$ cat src/sv/rfs_pkg.sv
// rfs_pkg: shared types and constants for the rx frame store.
// No dependencies; used by rfs_cell and rx_frame_store_oldest_evict_unit.
package rfs_pkg;

  localparam int unsigned DefaultSlots = 16;
  localparam int unsigned IdW          = 11;
  localparam int unsigned LenW         = 4;
  localparam int unsigned PayW         = 64;
  localparam int unsigned TimeW        = 32;
  localparam int unsigned FillW        = 5;
  localparam int unsigned InDataW      = 112;
  localparam int unsigned OutDataW     = 120;

  localparam logic OpStore = 1'b0;
  localparam logic OpFetch = 1'b1;

  typedef struct packed {
    logic [IdW-1:0]   id;
    logic [LenW-1:0]  len;
    logic [PayW-1:0]  payload;
    logic [TimeW-1:0] stamp;
  } frame_t;

  // search token walking down the cell row
  typedef struct packed {
    logic             active;
    logic             op;
    logic             any;
    logic             done;
    frame_t           frame;
    logic             old_seen;
    logic [TimeW-1:0] old_time;
  } carry_t;

endpackage

$ cat src/sv/rfs_cell.sv
// rfs_cell: one frame slot plus one stage of the search token chain.
// Depends on rfs_pkg.
module rfs_cell #(
  parameter int unsigned SLOTS = rfs_pkg::DefaultSlots,
  parameter int unsigned IDX   = 0,
  localparam int unsigned IdxW = $clog2(SLOTS)
) (
  input  logic                 clk,
  input  logic                 rst,
  input  rfs_pkg::carry_t      carry_in,
  input  logic [IdxW-1:0]      old_idx_in,
  output rfs_pkg::carry_t      carry_out,
  output logic [IdxW-1:0]      old_idx_out,
  input  logic                 wr_en,
  input  logic [IdxW-1:0]      wr_idx,
  input  rfs_pkg::frame_t      wr_frame
);

  localparam logic [IdxW-1:0] MyIdx = IdxW'(IDX);

  logic            valid;
  rfs_pkg::frame_t slot;

  logic            hit_store;
  logic            hit_fetch;
  logic            older;
  logic            evict_wr;
  rfs_pkg::carry_t carry_next;
  logic [IdxW-1:0] old_idx_next;

  always_comb begin
    hit_store = carry_in.active && (carry_in.op == rfs_pkg::OpStore) &&
                !carry_in.done && !valid;
    hit_fetch = carry_in.active && (carry_in.op == rfs_pkg::OpFetch) &&
                !carry_in.done && valid &&
                (carry_in.any || (slot.id == carry_in.frame.id));
    older     = carry_in.active && (carry_in.op == rfs_pkg::OpStore) &&
                !carry_in.done && valid &&
                (!carry_in.old_seen || (slot.stamp < carry_in.old_time));
    evict_wr  = wr_en && (wr_idx == MyIdx);

    carry_next   = carry_in;
    old_idx_next = old_idx_in;
    if (hit_store || hit_fetch) begin
      carry_next.done = 1'b1;
    end
    if (hit_fetch) begin
      carry_next.frame = slot;
    end
    if (older) begin
      carry_next.old_seen = 1'b1;
      carry_next.old_time = slot.stamp;
      old_idx_next        = MyIdx;
    end
  end

  always_ff @(posedge clk) begin
    if (rst) begin
      valid            <= 1'b0;
      carry_out.active <= 1'b0;
    end else begin
      if (hit_store || evict_wr) begin
        valid <= 1'b1;
      end else if (hit_fetch) begin
        valid <= 1'b0;
      end
      carry_out <= carry_next;
    end
    if (hit_store) begin
      slot <= carry_in.frame;
    end else if (evict_wr) begin
      slot <= wr_frame;
    end
    old_idx_out <= old_idx_next;
  end

endmodule

$ cat config.mk
export PLATFORM = sky130hd
export DESIGN_NAME = rfs_cell
export DESIGN_NICKNAME = d
export VERILOG_FILES = /design/src/sv/rfs_pkg.sv /design/src/sv/rfs_cell.sv
export SDC_FILE = /design/constraint.sdc
export NUM_CORES = 1
export LEC_CHECK = 0
export BUFFER_PORTS_ARGS = -buffer_cell sky130_fd_sc_hd__buf_2
export CORE_AREA = 2 2 166 168
export DETAILED_ROUTE_END_ITERATION = 16
export DIE_AREA = 0 0 168 170
export PLACE_DENSITY_LB_ADDON = 0.08
export SETUP_SLACK_MARGIN = 0.3
export SLEW_MARGIN = 25
export SYNTH_ARGS = -nofsm -noshare
export SYNTH_HDL_FRONTEND = slang
export SYNTH_SLANG_ARGS = --single-unit
$ cat constraint.sdc
create_clock -name clk -period 12.3 [get_ports clk]
set_input_delay 1.23 -clock clk [delete_from_list [all_inputs] [get_ports clk]]
set_output_delay 1.23 -clock clk [all_outputs]
set_load 0.02 [all_outputs]
==> flow_summary.yaml, run 1 <==
synth:
  synth_fp_nets: 988
  synth_cell_types: 35
  synth.avg_cell_area_um2: 17.3
  synth_area_um2: 11900
  synth-seq-area-share_pct: 66.1
  syn_inst: 687
  synth-seq-cells: 264
  synth_edf_count: 258
  synth_ff_type: "edfxtp_1"
  ys_async_sr_fraction_pct: 0
  ys_warn_count: 0
detailed_routing:
  drt_wl_total_um: 30000
  avgViaCountPerCell: 5.02
  drc: 0
  first_pass_iters: 4
  drt-wirelength-per-cell_um: 20.2
  drt_iter0_markers: 367
  ant_nets: 0
  vias: 7465
power:
  p_seq_share_pct: 50.3
  p_switching_mw: 0.484
  p_comb_share_pct: 10.7
  p_sw_share_pct: 23.0
  clkPwrFrac_pct: 39.0
  peakVddDrop_v: 0.000102
  leakagePower_nw: 6.17
  intPower_mw: 1.62
  powerDensity_nw_per_um2: 138
min_path:
  min_path_type: "reg2reg"
  hp-start: "slot[71]"
clocking:
  post-cts-setup-buffer-count: 0
  numCtsBuffers: 29
  cts.sinks: 264
  cts_tree: "built"
  postCtsHoldBufs: 0
  post_cts_resized: 0
  clockBufferDepth: 3
  clock_latency_ns: 0.54
  root_buffer: "clkbuf_16"
  cts.htree.levels: 1
  clk_pin_slew_worst_paths_ns: 0.06
cells_and_area:
  layout.nets: 1420
  area_delta_synth_final_pct: 28.1
  drive_gt1_share_pct: 62.1
  final_cells: 1487
  fin_util_pct: 57.3
  fillers: 2218
timing:
  clock_skew_ns: 0.0210
  final-max-slew-violation-count: 0
  slew_headroom_pct: 34.9
  setup_viol: 0
  max_freq_mhz: 231
  final.setup.tns_ns: 0
  post-route-period-util_pct: 35.1
  grt_setup_unrepaired: "false"
  tightest_slew_ns: 0.973
  period_minus_slack_ns: 4.32
  timing_hold_violations_final: 0
worst_setup_path:
  cp.required_ns: 12.58
  crit_family: "buffers and inverters"
  cp_num_buf_inv: 3
  critPathLaunch: "carry_in[136]"
  r2r_start: "slot[103]"
  critPathMaxFanout: 65
  critPathMaxStageDelay_ns: 0.82
  cp_common_cell: "buf_4"
  path_cells: "buf_2, xor2_1, nor4_1, a31oi_1, nor3_4, buf_4, buf_4, mux2_2"
  critPathArrivalTime_ns: 4.60
  slowest_stage: "buf_4"
  worstSetupPathType: "in2reg"
  cp-end-kind: "flip-flop"
  crit_path_start_kind: "primary input"
placement:
  dp.cells: 1429
  dp_hpwl_um: 21400
  globalplace.congestion: 0.801
  io_buffers: 421
flow_run:
  maxCapViolCount: 0
global_routing:
  antenna_found_initial: 8
  overflow: 0
  grt_pass1_wl_um: 43800
  track_usage_pct: 20.2
  grt_start_max_net_pins: 91
  grt_pass1_vias: 7685
floorplan:
  fp.dieW_um: 168
  fp.dieArea_um2: 28600
  fp.dieH_um: 170
  core_area_um2: 26700
  rows: 60
  pin_count: 422
  start_util_pct: 44.7
run_status:
  status: "completed"
layout make-up:
cell class,count,area [um^2],area share [%]
inverters,34,133,0.869
clock buffers,38,790,5.17
repair buffers,428,2160,14.1
well taps,341,427,2.80
multi-input cells,362,3770,24.7
clock inverters,15,105,0.689
diodes,5,12.5,0.0820
flip-flops and latches,264,7870,51.5
per-layer routing:
metal	wire length [um]	track usage, %	vias to the layer above	share of wire, %
met1	11300	23.3	3559	38
li1	-	-	3534	-
met4	796	5.90	8	2.7
met5	55	0	-	0.18
met3	2800	6.86	59	9.3
met2	15100	35.7	305	50
worst paths after layout:
kind	endpoint	slack, ns	cells after the start
setup reg to reg	carry_out[82]	8.35	7
setup / recovery	carry_out[82]	7.98	8
hold / removal	carry_out[104]	0.54	1
hold reg to reg	carry_out[104]	0.54	1
synthesized netlist by cell type, drive strengths merged (2+ instances only):
cell type	n	area, um^2
o21ai	4	20.0
inv	34	128
clkbuf	5	18.8
a211o	2	17.5
buf	22	146
a221oi	2	17.5
nor4	4	25.0
a21oi	10	50.1
mux2	254	2860
nor2	2	7.51
nor3	3	20.0
a21o	2	15.0
ha	31	388
nand2	9	33.8
xor2	11	96.3
dfxtp	6	120
edfxtp	258	7750
o21a	2	15.0
a31oi	2	12.5
nand4	5	31.3
nand2b	2	12.5
nor2b	6	37.5
nand3	3	15.0
per-stage QoR:
stage / instance area (um^2) / setup slack [ns] / hold slack, ns / power (mW)
floorplan: 11900 / 7.53 / 0.523 / 1.20
CTS: 15300 / 7.93 / 0.545 / 2.12
finish: 15300 / 7.98 / 0.542 / 2.10
global placement: 14400 / 7.37 / 0.525 / 1.30
global route: 15300 / 7.78 / 0.558 / 2.17
detailed placement: 14400 / 7.34 / 0.531 / 1.30
cell usage in the layout (no fill, tap or decap), types with 2 or more instances in the layout:
cell,netlist,final
a211o_1,2,2
a21oi_1,10,10
a221oi_1,2,2
a31oi_1,2,2
buf_2,12,421
buf_4,7,7
clkbuf_1,5,6
clkbuf_16,0,29
clkbuf_8,0,3
clkinv_1,0,2
clkinv_2,0,9
clkinvlp_4,0,3
dfxtp_1,6,6
diode_2,0,5
edfxtp_1,258,258
ha_1,31,31
inv_1,34,33
mux2_1,26,26
mux2_2,228,228
nand2_1,9,9
nand2b_1,2,2
nand3_1,3,3
nand4_1,5,5
nor2_1,2,2
nor2b_1,6,6
nor4_1,4,4
o21a_1,2,2
o21ai_0,4,4
xor2_1,11,11
flip-flops by register name, indices dropped and copies added (netlist names):
name	cells
slot	111
valid	1
carry_out	148
old_idx_out	4
power groups by stage:
stage	clock network [mW]	logic, mW	registers [mW]
after floorplan	0	0.0878	1.11
after global placement	0	0.225	1.08
after detailed placement	0	0.227	1.08
after CTS	0.837	0.228	1.06
after global routing	0.868	0.245	1.06
final	0.819	0.224	1.06
cell families (layout without fill, tap and decap cells):
| logic type | count (synthesis) | in the layout | synth area share, % |
|---|---|---|---|
| other | 0 | 5 | 0 |
| xor gates and xnor gates | 11 | 11 | 0.809 |
| DFF | 264 | 264 | 66.1 |
| adders and majority gates | 31 | 31 | 3.26 |
| muxes | 254 | 254 | 24.0 |
| and+or+nand+nor | 38 | 38 | 1.80 |
| AOI/OAI and AO/OA | 28 | 28 | 1.62 |
| buffers and inverters | 61 | 515 | 2.46 |
Power figures use the tool's default switching activity.
==> inputs of run 2 (changes only) <==
CORE_AREA = default   (was 2 2 166 168)
CORE_MARGIN = 2   (was default)
CORE_UTILIZATION = 45   (was default)
DIE_AREA = default   (was 0 0 168 170)
clock period = 3.6 ns   (was 12.3 ns; I/O delays follow)
==> run 2 against run 1 <==
Sequential share of layout area is 0.23 points lower. Worst hold slack worse by 0.51 ns. Setup slack got worse by 7.1 ns. Critical path depth unchanged. Sequential cell count stayed put. Final area rose by 0.44%. Count of clock-buffer cells in the layout is 1 higher. Critical endpoint is now carry_out[19]. Sequential power grew to 3.4 times the previous value. Wire length down 1.2%. Clock power grew to 3.4 times the previous value. Global-route usage increased by 0.50 points. Die area down 2.7%.
==> flow_summary.yaml, run 2 (synthesized netlist as in run 1, its figures left out) <==
clocking:
  numCtsBuffers: 29
  postCtsHoldBufs: 2
  clock_latency_ns: 0.55
  cts_tree: "built"
  cts.htree.levels: 1
  post-cts-setup-buffer-count: 0
  clk_pin_slew_worst_paths_ns: 0.06
  post_cts_resized: 0
  cts.sinks: 264
  root_buffer: "clkbuf_16"
  clockBufferDepth: 3
detailed_routing:
  vias: 7505
  drt_iter0_markers: 502
  drc: 0
  drt-wirelength-per-cell_um: 19.9
  avgViaCountPerCell: 5.05
  drt_wl_total_um: 29600
  ant_nets: 0
  first_pass_iters: 4
cells_and_area:
  reg_top3: "carry_out (148), slot (111), old_idx_out (4)"
  mostFrequentLayoutCell: "buf_2"
  area_delta_synth_final_pct: 28.7
  top_register: "carry_out"
  layout_common_cells: "buf_2, edfxtp_1, mux2_2"
  drive_gt1_share_pct: 61.2
  layout.nets: 1424
  fillers: 2148
  largest_reg_flops: 148
  final_cell_area_um2: 15300
  final_cells: 1487
timing:
  slew_headroom_pct: 51.5
  tightest_slew_ns: 0.727
  setup_viol: 0
  timing_hold_violations_final: 0
  max_freq_mhz: 363
  final.setup.tns_ns: 0
  clock_skew_ns: 0.00905
  grt_setup_unrepaired: "false"
  period_minus_slack_ns: 2.76
  post-route-period-util_pct: 76.6
  final-max-slew-violation-count: 0
min_path:
  min_path_type: "in2reg"
  hold_depth: 2
power:
  leakagePower_nw: 6.19
  powerDensity_nw_per_um2: 466
  p_switching_mw: 1.66
  peakVddDrop_v: 0.000402
  p_comb_share_pct: 10.8
  clkPwrFrac_pct: 38.7
  p_total_mw: 7.14
  p_seq_share_pct: 50.5
  intPower_mw: 5.48
  p_sw_share_pct: 23.2
global_routing:
  grt_start_max_net_pins: 118
  overflow: 0
  grt_pass1_vias: 7748
  grt_pass1_wl_um: 44600
  track_usage_pct: 20.7
  antenna_found_initial: 11
worst_setup_path:
  cp.required_ns: 3.89
  cp-end-kind: "flip-flop"
  crit_path_start_kind: "flip-flop"
  r2r_cells: 8
  critPathArrivalTime_ns: 3.05
  worstSetupPathType: "reg2reg"
  critPathMaxFanout: 20
flow_run:
  maxCapViolCount: 0
floorplan:
  fp.dieW_um: 167
  start_util_pct: 45.7
  fp.dieH_um: 167
  pin_count: 422
  fp.dieArea_um2: 27800
  rows: 59
  core_area_um2: 26100
placement:
  dp.cells: 1425
  placed_area_um2: 14400
  io_buffers: 421
  globalplace.congestion: 0.781
  dp_hpwl_um: 20600
run_status:
  status: "completed"
## run 2: layout make-up
| class | instances | area, um^2 | share of cell area (%) |
|---|---|---|---|
| Inverter | 34 | 131 | 0.857 |
| Multi-Input combinational cell | 362 | 3770 | 24.6 |
| Sequential cell | 264 | 7870 | 51.3 |
| Clock buffer | 39 | 763 | 4.98 |
| Tap cell | 335 | 419 | 2.73 |
| Timing Repair Buffer | 432 | 2260 | 14.7 |
| Clock inverter | 14 | 105 | 0.686 |
| Antenna cell | 7 | 17.5 | 0.114 |
## run 2: critical path: stages (launching register included)
cell and delay, ns:
edfxtp_1 0.41, ha_1 0.34, a21oi_1 0.16, nand2_1 0.06, a221oi_1 0.38, o21ai_0 0.24, a22oi_4 0.23, buf_4 0.31
mux2_1 0.36
## run 2: path summary, 6_finish.rpt
kind                 startpoint              to  slack (ns)
hold reg to reg        slot[95]  carry_out[128]        0.54
hold / removal    old_idx_in[1]  old_idx_out[1]        0.03
setup reg to reg       slot[26]   carry_out[19]        0.84
setup / recovery       slot[26]   carry_out[19]        0.84
## run 2: power by group through the flow
stage,registers [mW],clock network [mW],logic [mW]
2_1_floorplan,3.80,0,0.301
3_3_place_gp,3.67,0,0.768
3_5_place_dp,3.67,0,0.777
4_1_cts,3.61,2.83,0.783
5_1_grt,3.62,2.93,0.841
6_report,3.61,2.76,0.770
## run 2: through the flow
step                setup slack [ns]  hold slack (ns)  utilization [%]
floorplan                      0.669            0.432                -
global placement               0.846            0.526             55.4
detailed placement             0.786            0.532             55.4
CTS                            0.857           0.0108             58.8
global route                   0.745           0.0307             58.8
finish                         0.843           0.0300             58.8
## run 2: per-layer routing
layer / wire length, um / part of all wire [%] / vias to the layer above / GRT usage (%)
li1: - / - / 3544 / -
met1: 11500 / 39 / 3580 / 24.8
met2: 14600 / 49 / 311 / 35.5
met3: 2620 / 8.8 / 62 / 6.82
met4: 886 / 3.0 / 8 / 6.26
met5: 47 / 0.16 / - / 0
==> inputs of run 3 (changes only) <==
ABC_AREA = 1   (was default)
CORE_UTILIZATION = 46   (was 45)
clock period = 2.3 ns   (was 3.6 ns; I/O delays follow)
==> run 3 against run 2 <==
Synthesized cell count is 69% higher. Clock skew is 0.0042 ns higher. Power is 67% higher. Via count is 47% higher. Count of clock-buffer cells in the layout is 7 lower. Largest cell class unchanged. Largest power group unchanged.
==> flow_summary.yaml, run 3 <==
worst_setup_path:
  rr_endpoint: "carry_out[52]"
  path_cells: "dlygate4sd3_1, buf_2, inv_1, nand2_1, nand4_1, nor3_2, nand3_2, nand2_2, nand3_4, buf_6, clkbuf_16, a21oi_1"
  critPathLaunch: "carry_in[140]"
  cp-end-kind: "flip-flop"
  r2r_slack_ns: 0.15
  r2r_cells: 9
  critPathMaxFanout: 7
  worstSetupPathType: "in2reg"
  crit_path_start_kind: "primary input"
  r2r_start: "slot[107]"
  slowest_stage: "dlygate4sd3_1"
  cp.required_ns: 2.65
  critPathMaxStageDelay_ns: 0.54
  endpoint: "carry_out[52]"
  critPathArrivalTime_ns: 2.51
detailed_routing:
  drc: 0
  first_pass_iters: 5
  drt_iter0_markers: 985
  ant_nets: 0
  drt-wirelength-per-cell_um: 19.5
  drt_wl_total_um: 41500
  avgViaCountPerCell: 5.19
  vias: 11000
synth:
  synth_fp_nets: 1460
  synth-seq-cells: 264
  synth_cell_types: 27
  synthTopCellsByArea: "edfxtp_1, nand2_1, inv_1"
  synth-seq-area-share_pct: 65.2
  synth_edf_count: 258
  synth_most_common_cell: "edfxtp_1"
  synth_top_area_share_pct: 64.3
  synth_area_um2: 12100
  syn_inst: 1159
  synth.avg_cell_area_um2: 10.4
  synthTopCellsByCount: "edfxtp_1, nand2_1, inv_1, a21oi_1, nor2_1"
  ys_warn_count: 0
  synth_area_leader_cell: "edfxtp_1"
  ys_async_sr_fraction_pct: 0
  synth_ff_type: "edfxtp_1"
clocking:
  root_buffer: "clkbuf_16"
  cts.sinks: 264
  numCtsBuffers: 28
  clockBufferDepth: 3
  cts_tree: "built"
  cts.htree.levels: 1
  clock_latency_ns: 0.54
  clk_pin_slew_worst_paths_ns: 0.06
global_routing:
  grt_pass1_vias: 10300
  grt_pass1_wl_um: 54700
  antenna_found_initial: 7
  overflow: 0
  grt_start_max_net_pins: 87
  track_usage_pct: 25.0
power:
  peakVddDrop_v: 0.000495
  powerDensity_nw_per_um2: 634
  leakagePower_nw: 8.46
cells_and_area:
  top_register: "carry_out"
  largest_reg_flops: 148
  mostFrequentLayoutCell: "buf_2"
  area_delta_synth_final_pct: 55.9
  drive_gt1_share_pct: 39.7
  layout.nets: 2065
  layout_common_cells: "buf_2, edfxtp_1, nand2_1"
  reg_top3: "carry_out (148), slot (111), old_idx_out (4)"
  final_cells: 2126
floorplan:
  rows: 59
  pin_count: 422
  start_util_pct: 46.5
  fp.dieArea_um2: 27500
  fp.dieH_um: 166
  fp.dieW_um: 166
  core_area_um2: 25900
timing:
  tightest_slew_ns: 0.604
  clock_skew_ns: 0.0133
  hold_ws_ns: 0.0153
  timing_hold_violations_final: 0
  slew_headroom_pct: 59.4
  period_minus_slack_ns: 2.16
  setup_viol: 0
  fin_ws_ns: 0.138
  max_freq_mhz: 463
  post-route-period-util_pct: 94.0
  grt_setup_unrepaired: "true"
  final-max-slew-violation-count: 0
placement:
  dp.cells: 1876
  pre_cts_ws_ns: 0.170
  globalplace.congestion: 0.817
  io_buffers: 421
  dp_hpwl_um: 22800
flow_run:
  maxCapViolCount: 0
min_path:
  hp-start: "wr_frame[36]"
  min_path_type: "in2reg"
run_status:
  status: "completed"
==> run 3: cell types whose count changed in the layout (fill, tap and decap cells not counted), moves of 78 or more <==
cell / before / now
nand2_1: 9 / 202
o21ai_0: 4 / 113
nor2_4: 0 / 78
dlygate4sd3_1: 2 / 138
mux2_2: 228 / 1
inv_1: 33 / 156
==> run 3: how the worst min path moves through the flow <==
stage                      to  cells after the start
6_report             slot[36]                      3
5_1_grt        carry_out[137]                      3
4_1_cts              slot[36]                      3
3_5_place_dp            valid                      2
3_3_place_gp            valid                      2
2_1_floorplan  carry_out[147]                      1
==> run 3: cell type report <==
cell class / count / area, um^2
antenna: 6 / 15.0
clock buffer: 32 / 737
clock inverter: 19 / 191
tap: 335 / 419
fill: 1856 / 7120
timing repair buffer: 633 / 4710
multi-input combinational: 677 / 4250
inverter: 160 / 604
sequential: 264 / 7870
==> run 3: worst max-delay path: cells and delay by family <==
kind / cells / cell delay (ns)
AND/OR/NAND/NOR: 6 / 0.87
buffers and inverters: 5 / 1.14
AO/OA/AOI/OAI: 1 / 0.26
==> run 3: cell families (layout without fill, tap and decap cells) <==
| group | after synthesis | count (layout) | synth area share, % |
|---|---|---|---|
| multiplexers | 1 | 1 | 0.0934 |
| adder cells (fa/ha/maj) | 31 | 31 | 3.22 |
| AO/OA/AOI/OAI | 244 | 244 | 10.2 |
| XOR/XNOR | 5 | 5 | 0.363 |
| other | 0 | 6 | 0 |
| buffers and inverters | 218 | 844 | 7.81 |
| AND/OR/NAND/NOR | 396 | 396 | 13.0 |
| flip-flops | 264 | 264 | 65.2 |
==> run 3: through the flow <==
stage               instance area [um^2]  TNS, ns  utilization (%)  total power, mW
global placement                   14500        0             56.1             6.99
detailed placement                 14500        0             56.1             7.01
finish                             18800        0             72.5             11.9
global route                       18800        0             72.5             12.3
floorplan                          12100   -65.40                -             6.42
CTS                                17000        0             65.8             11.8
==> run 3: power breakdown <==
| group | leakage, nW | switching (mW) | internal [mW] |
|---|---|---|---|
| combinational | 5.49 | 0.891 | 0.693 |
| clock | 0.461 | 1.90 | 2.73 |
| sequential | 2.51 | 0.112 | 5.59 |
| total | 8.46 | 2.90 | 9.01 |
==> run 3: metal layers <==
layer	global-route usage, %	routed length, um	vias up
met2	42.4	20400	579
met4	9.00	1480	4
li1	-	-	5122
met1	31.3	16000	5227
met5	0	24	-
met3	6.22	3640	111
==> run 3: repair_timing <==
action | 4_1_cts | 5_1_grt
endpoints found under the hold margin | 139 | 0
gates resized for setup | 10 | 270
setup endpoints to repair | 85 | 142
gates cloned | 3 | 26
pin swaps | 0 | 9
buffers inserted | 9 | 16
hold buffers | 139 | 0
